--- src/hw/rtl/pcrs_pkg.sv ---
package pcrs_pkg;

    typedef enum logic [1:0] {
        OP_ABSORB,
        OP_DRAIN,
        OP_TICK,
        OP_FRAME
    } op_t;

    typedef enum logic [1:0] {
        KIND_SEND,
        KIND_DONE,
        KIND_FAIL,
        KIND_REJECT
    } kind_t;

    localparam int VOLUME_W      = 26;
    localparam int PULSE_W       = 14;
    localparam int SPEED_W       = 16;
    localparam int TIMER_W       = 16;
    localparam int RETRY_W       = 4;
    localparam int ADDR_W        = 8;
    localparam int CODE_W        = 8;
    localparam int RESULT_TOTAL_W = 32;
    localparam int CFG_INDEX_W   = 3;
    localparam int CFG_DATA_W    = 16;

    // register map
    localparam logic [CFG_INDEX_W-1:0] REG_MOTOR_SPEED   = 3'd0;
    localparam logic [CFG_INDEX_W-1:0] REG_ACK_TIMEOUT   = 3'd1;
    localparam logic [CFG_INDEX_W-1:0] REG_RETRY_LIMIT   = 3'd2;
    localparam logic [CFG_INDEX_W-1:0] REG_SMALL_ADDRESS = 3'd3;
    localparam logic [CFG_INDEX_W-1:0] REG_LARGE_ADDRESS = 3'd4;

    localparam logic [SPEED_W-1:0] RST_MOTOR_SPEED   = 16'd197;
    localparam logic [TIMER_W-1:0] RST_ACK_TIMEOUT   = 16'd500;
    localparam logic [RETRY_W-1:0] RST_RETRY_LIMIT   = 4'd5;
    localparam logic [ADDR_W-1:0]  RST_SMALL_ADDRESS = 8'd1;
    localparam logic [ADDR_W-1:0]  RST_LARGE_ADDRESS = 8'd0;

    localparam logic [CODE_W-1:0] CODE_ACK  = 8'hB1;
    localparam logic [CODE_W-1:0] CODE_DONE = 8'hB0;

    localparam logic [RETRY_W-1:0] RETRY_FULL = 4'd15;

    localparam logic signed [VOLUME_W-1:0] SMALL_MAX_NL = 26'sd130000;
    localparam logic signed [VOLUME_W-1:0] LARGE_MAX_NL = 26'sd20000000;

    // pulses = floor(vol * 10 / step_tenth_nl), done as vol * ceil(10 * 2^40 / step) >> 40;
    // exact for vol below 2^25 since vol * rounding error stays under 2^40
    localparam int RECIP_SHIFT = 40;
    localparam int RECIP_W     = 32;
    localparam logic [63:0] SMALL_STEP_TENTH_NL = 64'd4154;
    localparam logic [63:0] LARGE_STEP_TENTH_NL = 64'd16616;
    localparam logic [63:0] SMALL_RECIP_FULL =
        ((64'd10 << RECIP_SHIFT) + SMALL_STEP_TENTH_NL - 64'd1) / SMALL_STEP_TENTH_NL;
    localparam logic [63:0] LARGE_RECIP_FULL =
        ((64'd10 << RECIP_SHIFT) + LARGE_STEP_TENTH_NL - 64'd1) / LARGE_STEP_TENTH_NL;
    localparam logic [RECIP_W-1:0] SMALL_RECIP = SMALL_RECIP_FULL[RECIP_W-1:0];
    localparam logic [RECIP_W-1:0] LARGE_RECIP = LARGE_RECIP_FULL[RECIP_W-1:0];

    typedef struct packed {
        logic [SPEED_W-1:0] motor_speed;
        logic [TIMER_W-1:0] ack_timeout_ms;
        logic [RETRY_W-1:0] retry_limit;
        logic [ADDR_W-1:0]  small_syringe_address;
        logic [ADDR_W-1:0]  large_syringe_address;
    } cfg_t;

    typedef struct packed {
        op_t                 opcode;
        logic [VOLUME_W-1:0] volume_nl;
        logic [CODE_W-1:0]   frame_code;
        logic [ADDR_W-1:0]   frame_address;
    } item_t;

    typedef struct packed {
        logic               reject;
        logic               is_large;
        logic [PULSE_W-1:0] pulses;
    } conv_t;

endpackage

--- src/hw/rtl/pcrs_pulse_conv.sv ---
module pcrs_pulse_conv
    import pcrs_pkg::*;
(
    input  logic [VOLUME_W-1:0] volume_nl,
    output conv_t               conv
);

    localparam int PROD_W = VOLUME_W - 1 + RECIP_W;

    logic signed [VOLUME_W-1:0] volume_s;
    logic [VOLUME_W-2:0]        magnitude;
    logic [RECIP_W-1:0]         recip;
    logic [PROD_W-1:0]          product;

    assign volume_s  = $signed(volume_nl);
    assign magnitude = volume_nl[VOLUME_W-2:0];

    always_comb
    begin
        conv.reject   = volume_s[VOLUME_W-1] || (volume_s > LARGE_MAX_NL);
        conv.is_large = volume_s > SMALL_MAX_NL;
        recip         = conv.is_large ? LARGE_RECIP : SMALL_RECIP;
        product       = PROD_W'(magnitude) * PROD_W'(recip);
        conv.pulses   = product[RECIP_SHIFT +: PULSE_W];
    end

endmodule

--- config.mk ---
export PLATFORM = sky130hd
export DESIGN_NAME = pcrs_pulse_conv
export DESIGN_NICKNAME = d
export VERILOG_FILES = /design/src/hw/rtl/pcrs_pkg.sv /design/src/hw/rtl/pcrs_pulse_conv.sv
export SDC_FILE = /design/constraint.sdc
export NUM_CORES = 1
export LEC_CHECK = 0
export BUFFER_PORTS_ARGS = -buffer_cell sky130_fd_sc_hd__buf_2
export CELL_PAD_IN_SITES_DETAIL_PLACEMENT = 0
export CELL_PAD_IN_SITES_GLOBAL_PLACEMENT = 1
export CORE_ASPECT_RATIO = 2
export CORE_MARGIN = 2
export CORE_UTILIZATION = 53
export DETAILED_ROUTE_END_ITERATION = 12
export PLACE_DENSITY_LB_ADDON = 0.1
export SETUP_SLACK_MARGIN = 0.02
export SYNTH_ARGS = -nofsm -noshare
export SYNTH_HDL_FRONTEND = slang
export SYNTH_SLANG_ARGS = --single-unit
--- constraint.sdc ---
create_clock -name vclk -period 13.9
set_clock_uncertainty 0.1 [all_clocks]
set_input_delay 2.78 -clock vclk [all_inputs]
set_output_delay 2.78 -clock vclk [all_outputs]
set_load 0.05 [all_outputs]
After elaboration in Yosys (flattened, before gate mapping)
Index checks and enable logic that the tools add are counted.
W data, S select, Z words.

storage, ports and cells
  register bits = 0
  RAM bits = 0
  logic and storage cells = 5
  ROM bits = 0
  memories kept = 0
  output and inout port bits = 16
  bits in latches = 0
  input bits = 26

operators by class
  order comparisons = 2
  reductions and logical operators = 1
  divide/modulo/power cells = 0
  shift-type cells = 0
  multiplexer cells = 1
  equality and inequality tests = 0
  $mul = 1
  add/subtract/negate cells = 0
  bitwise logic cells = 0

operator list
  kind                    number
  $mul A25 B32 Y54        1
  $mux W32                1
  $gt A26 B18 Y1 const B  1
  $gt A26 B26 Y1 const B  1
  $logic_or A1 B1 Y1      1

Longest topological paths before layout
Gate-level depths: netlist (run 1).

  depth in word-level cells = 3
  depth in mapped cells = 33
  depth with buffers taken out = 31

Worst setup path before layout (run 1)
OpenSTA, ideal clock, no wires.

  path kind = input to output
  start point = in volume_nl[5]
  end point = out conv[2] (netlist name)
  path buffers = 1
  arrival time = 11.030 ns
  setup slack = -0.010 ns
  data required time = 11.020 ns
  stages = 26
  cells stage by stage = or4_1 > nor2_1 > a311o_1 > a41o_1 > inv_2 > buf_2 > nand2_1 > inv_1 > fa_1 > fa_1 > inv_1 > fa_1 > fa_1 > inv_1 > fa_1 > fa_1 > inv_1 > fa_1 > inv_1 > ha_1 > a21o_1 > a21oi_1 > o2111a_1 > o21ai_0 > a211o_1 > o311ai_0

RTL lines
  element          line                  text
  start, declared  pcrs_pulse_conv.sv:4  input logic [VOLUME_W-1:0] volume_nl,
  end, declared    pcrs_pulse_conv.sv:5  output conv_t conv

==> results of run 1 <==
-- metal layers --
metal  vias up  wire, um
met3        82      2413
li1       5199         -
met1      5775     18110
met2       254     23170
met4         0      2435
met5         -         0
-- critical path: cells and delay by family --
family	cells	cell delay (ns)
AND/OR/NAND/NOR	6	1.49
AO/OA/AOI/OAI	5	1.03
adder cells (fa/ha/maj)	8	3.81
buffers and inverters	12	1.50
XOR/XNOR	1	0.10
-- final cells by class --
cell class                 instances  area, um2  share of cell area
multi-input combinational       1088      14350              0.7837
timing repair buffer             136      962.2             0.05256
tap                              372      465.4             0.02543
inverter                         673       2531              0.1383
-- worst max-delay path by stage --
stage                to  slack, ns  depth (start not counted)
3_3_place_gp   conv[13]      -0.09                         32
2_1_floorplan  conv[13]       0.42                         28
3_5_place_dp   conv[13]      -0.16                         32
6_report        conv[7]       0.28                         32
4_1_cts        conv[13]       0.04                         32
5_1_grt        conv[13]      -0.02                         32
-- through the flow --
step / setup WS [ns] / hold WS (ns)
after CTS: 0.04131 / 6.109
after detailed placement: -0.1578 / 6.109
after global placement: -0.09374 / 6.120
after floorplan: 0.4189 / 5.967
after global routing: -0.02225 / 6.140
final: 0.2759 / 6.122
-- repair_timing --
| action | 4_1_cts | 5_1_grt |
|---|---|---|
| pin swaps | 0 | 14 |
| gates cloned | 0 | 1 |
| setup endpoints to repair | 8 | 10 |
| gates resized for setup | 11 | 62 |
| buffers inserted | 0 | 5 |
-- placed cells by master (no fill, tap or decap), drive strengths merged, types with 13 or more instances in the layout --
master  instances
inv           673
conb           90
ha            250
nand2          91
nor2           27
a21oi          39
o21ai          17
a21o           18
xnor2          13
fa            443
buf           136
-- kinds of logic after synthesis --
logic type / Yosys count / share of synthesized area
fa+ha+maj: 693 / 0.7308
buf+inv: 692 / 0.1585
simple gates: 175 / 0.04977
compound gates: 111 / 0.05038
xor+xnor: 19 / 0.01014
other cells: 2 / 0.0004575
==> reports/metrics.cfg, run 1 <==
[die]
core.rowCount = 91
die_h_um = 252.9
die_w_um = 128.4
ioPinCount = 42
die-area_um2 = 32480
core-area_um2 = 30630
start_util = 0.5360

[hold_path]
hold_end = conv[15]
holdCritPathClass = primary input to primary output
min-delay-start = volume_nl[23]
hold_depth = 4

[placement]
place.gp.congestion = 0.9932
io_buffers = 42
dp_hpwl_um = 44300
dp_cells = 2263
dpl-instance-area_um2 = 18010

[timing]
worst_slew_pin_slew_ns = 0.5594
setup_violations = 0
report.final.hold_viol_count = 0
rsz0062_at_grt = true
timing.fmax_ghz = 0.07340
final.period_utilization = 0.9802
drv_slew = 0
finalSetupTns_ns = 0
maxSlewHeadroom = 0.6262
finalCriticalPeriod_ns = 13.62

[worst_setup_path]
worstPathRequired_ns = 11.02
slowest_stage = or4_4
path_common_cell = fa_1
arrival_ns = 10.74
slowest_delay_ns = 0.55
end_kind = primary output
cp-start-kind = primary input
cp-startpoint = volume_nl[5]
worstPathMaxFanout = 8
path_class = primary input to primary output

[layout]
drive_above_1_share = 0.1118
seqCellArea_um2 = 0
layout-area-overhead-vs-synth_pct = 11.51
final_cell_area_um2 = 18310
finalNonFillerCells = 2269
final_util = 0.5977
nNetsFinal = 2618
clkbuf_count = 0
seq_cell_count = 0
diodes = 0
fillers = 2811

[global_routing]
antenna_found_initial = 0
grtUsageMet2 = 0.5181
grt_pass1_vias = 12945
grt.met3_usage = 0.05514
grt_overflow = 0
gr-max-usage-layer = met2
grt_usage = 0.3096
globalRouteMet1Util = 0.4006
grt_max_degree = 20
grt_first_pass_wirelength_um = 73890

[drt]
firstDrtPassIters = 7
final_antenna_net_count = 0
vias_per_cell = 4.985
route.detailed.drc = 0
wirelength_um = 46130
avgRoutedWirePerCell_um = 20.33
num_vias = 11310
drtIter0Drc = 468

[logic_synthesis]
synth_top_area_frac = 0.5402
mappedNetlistArea_um2 = 16420
synth_area_leader_cell = fa_1
avgSynthCellArea_um2 = 9.702
netlist_instances = 1692
synth_most_common_cell = inv_1
yosys-top-cells-count = inv_1 (670), fa_1 (443), ha_1 (250), nand2_1 (89), a21oi_1 (35)
synth_top_cells_by_area = fa_1 (54%), ha_1 (19%), inv_1 (15%)
yosysUniqueCellTypes = 58
synth-seq-area-share = 0
yosys_warnings = 0

[job]
maxCapViolations = 0

[run_status]
status = completed

[clocking]
holdBufCountCts = 0

Power of run 1 is left out: the tool's default activity adds up to more than one toggle a clock period on the data nets, which glitch-free logic cannot reach.
==> run 2: changes to the inputs <==
==> constraint.sdc (replaced) <==
create_clock -name vclk -period 13.9
set_clock_uncertainty 0.1 [all_clocks]
set_input_delay 1.39 -clock vclk [all_inputs]
set_output_delay 1.39 -clock vclk [all_outputs]
set_load 0.05 [all_outputs]
==> reports/metrics.cfg, run 2 (synthesis gave the netlist of run 1 again) <==
[layout]
layout-area-overhead-vs-synth_pct = 5.701  ; was 11.51%
layout_commonest_cell = inv_1  ; unchanged
most-common-layout-cells = inv_1 (670), fa_1 (443), ha_1 (250), conb_1 (90), nand2_1 (89)  ; was inv_1 (658), fa_1 (438), ha_1 (244), buf_4 (95), conb_1 (90)
seqCellArea_um2 = 0  ; unchanged
nNetsFinal = 2524  ; was 2,618
seq_cell_count = 0  ; unchanged
final_util = 0.5665  ; was 0.5977
fillers = 2800  ; was 2,811
multi_input_area_um2 = 14140  ; was 14,350 um2
drive_above_1_share = 0.03827  ; was 0.1118
clkbuf_count = 0  ; unchanged

[timing]
finalCriticalPeriod_ns = 12.17  ; was 13.62 ns
timing.fmax_ghz = 0.08215  ; was 0.07340 GHz
report.final.hold_viol_count = 0  ; unchanged
maxSlewHeadroom = 0.5546  ; was 0.6262
setup_violations = 0  ; unchanged
drv_slew = 0  ; unchanged
final.period_utilization = 0.8758  ; was 0.9802
worst_slew_pin_slew_ns = 0.6680  ; was 0.5594 ns
finalSetupTns_ns = 0  ; unchanged
rsz0062_at_grt = false  ; was true

[worst_setup_path]
arrival_ns = 10.68  ; was 10.74 ns
path_common_cell = fa_1  ; unchanged
cp-start-kind = primary input  ; unchanged
path_class = primary input to primary output  ; unchanged
end_kind = primary output  ; unchanged
worstPathRequired_ns = 12.41  ; was 11.02 ns
slowest_delay_ns = 0.58  ; was 0.55 ns
cp-startpoint = volume_nl[1]  ; was volume_nl[5]
cp_top_family = adder cells  ; unchanged
worstPathMaxFanout = 22  ; was 8
slowest_stage = fa_1  ; was or4_4
path_buf_inv = 7  ; was 12

[hold_path]
holdCritPathClass = primary input to primary output  ; unchanged
min-delay-start = volume_nl[23]  ; unchanged

[clocking]
post_cts_buffers = 0  ; unchanged
holdBufCountCts = 0  ; unchanged
cts_resized = 0  ; was 11

[drt]
final_antenna_net_count = 0  ; unchanged
vias_per_cell = 5.029  ; was 4.985
firstDrtPassIters = 5  ; was 7
drtIter0Drc = 512  ; was 468
avgRoutedWirePerCell_um = 20.61  ; was 20.33 um
wirelength_um = 44860  ; was 46,130 um
route.detailed.drc = 0  ; unchanged
num_vias = 10948  ; was 11.31k

[die]
core.rowCount = 91  ; unchanged
start_util = 0.5360  ; unchanged
die_h_um = 252.9  ; unchanged
die_w_um = 128.4  ; unchanged
core-area_um2 = 30630  ; unchanged
die-area_um2 = 32480  ; unchanged
ioPinCount = 42  ; unchanged

[global_routing]
grt_first_pass_wirelength_um = 71790  ; was 73,890 um
grt_pass1_vias = 12666  ; was 12.95k
grt_max_degree = 23  ; was 20
grt_overflow = 0  ; unchanged
antenna_found_initial = 3  ; was 0
grt_usage = 0.2977  ; was 0.3096

[placement]
dp_hpwl_um = 43060  ; was 44,300 um
io_buffers = 42  ; unchanged
place.gp.congestion = 0.9872  ; was 0.9932

[run_status]
status = completed  ; unchanged

[job]
maxCapViolations = 0  ; unchanged

## run 2: changes by cell type in the layout (fill, tap and decap cells not counted), sizes merged
cell / change
buf: -94
diode: +2
## run 2: final timing paths
kind       end  slack (ns)  cells after the start
max   conv[13]        1.73                     28
min   conv[15]        3.30                      4
## run 2: layer usage
metal | vias up | global-route usage | part of all wire | wire length (um)
met3 | 84 | 0.02387 | 0.036 | 1627
met2 | 261 | 0.5135 | 0.52 | 23170
met1 | 5601 | 0.3970 | 0.40 | 18040
met4 | 2 | 0.09796 | 0.045 | 2012
li1 | 5000 | - | - | -
met5 | - | 0 | 0.00027 | 12
## run 2: area by class of cell
type / instances / area share
antenna: 2 / 0.0002884
inverter: 673 / 0.1456
multi-input combinational: 1088 / 0.8152
tap: 372 / 0.02682
timing repair buffer: 42 / 0.01211
## run 2: per-stage QoR
step	hold WS, ns	std cells	setup slack (ns)	cell area [um2]
after CTS	3.306	2175	1.708	17350
after floorplan	3.187	1780	2.770	16750
after global routing	3.362	2177	1.331	17350
after detailed placement	3.306	2175	1.769	17350
final	3.304	2177	1.727	17350
after global placement	3.316	2175	1.848	17350
Power of run 2 is left out for the same reason.
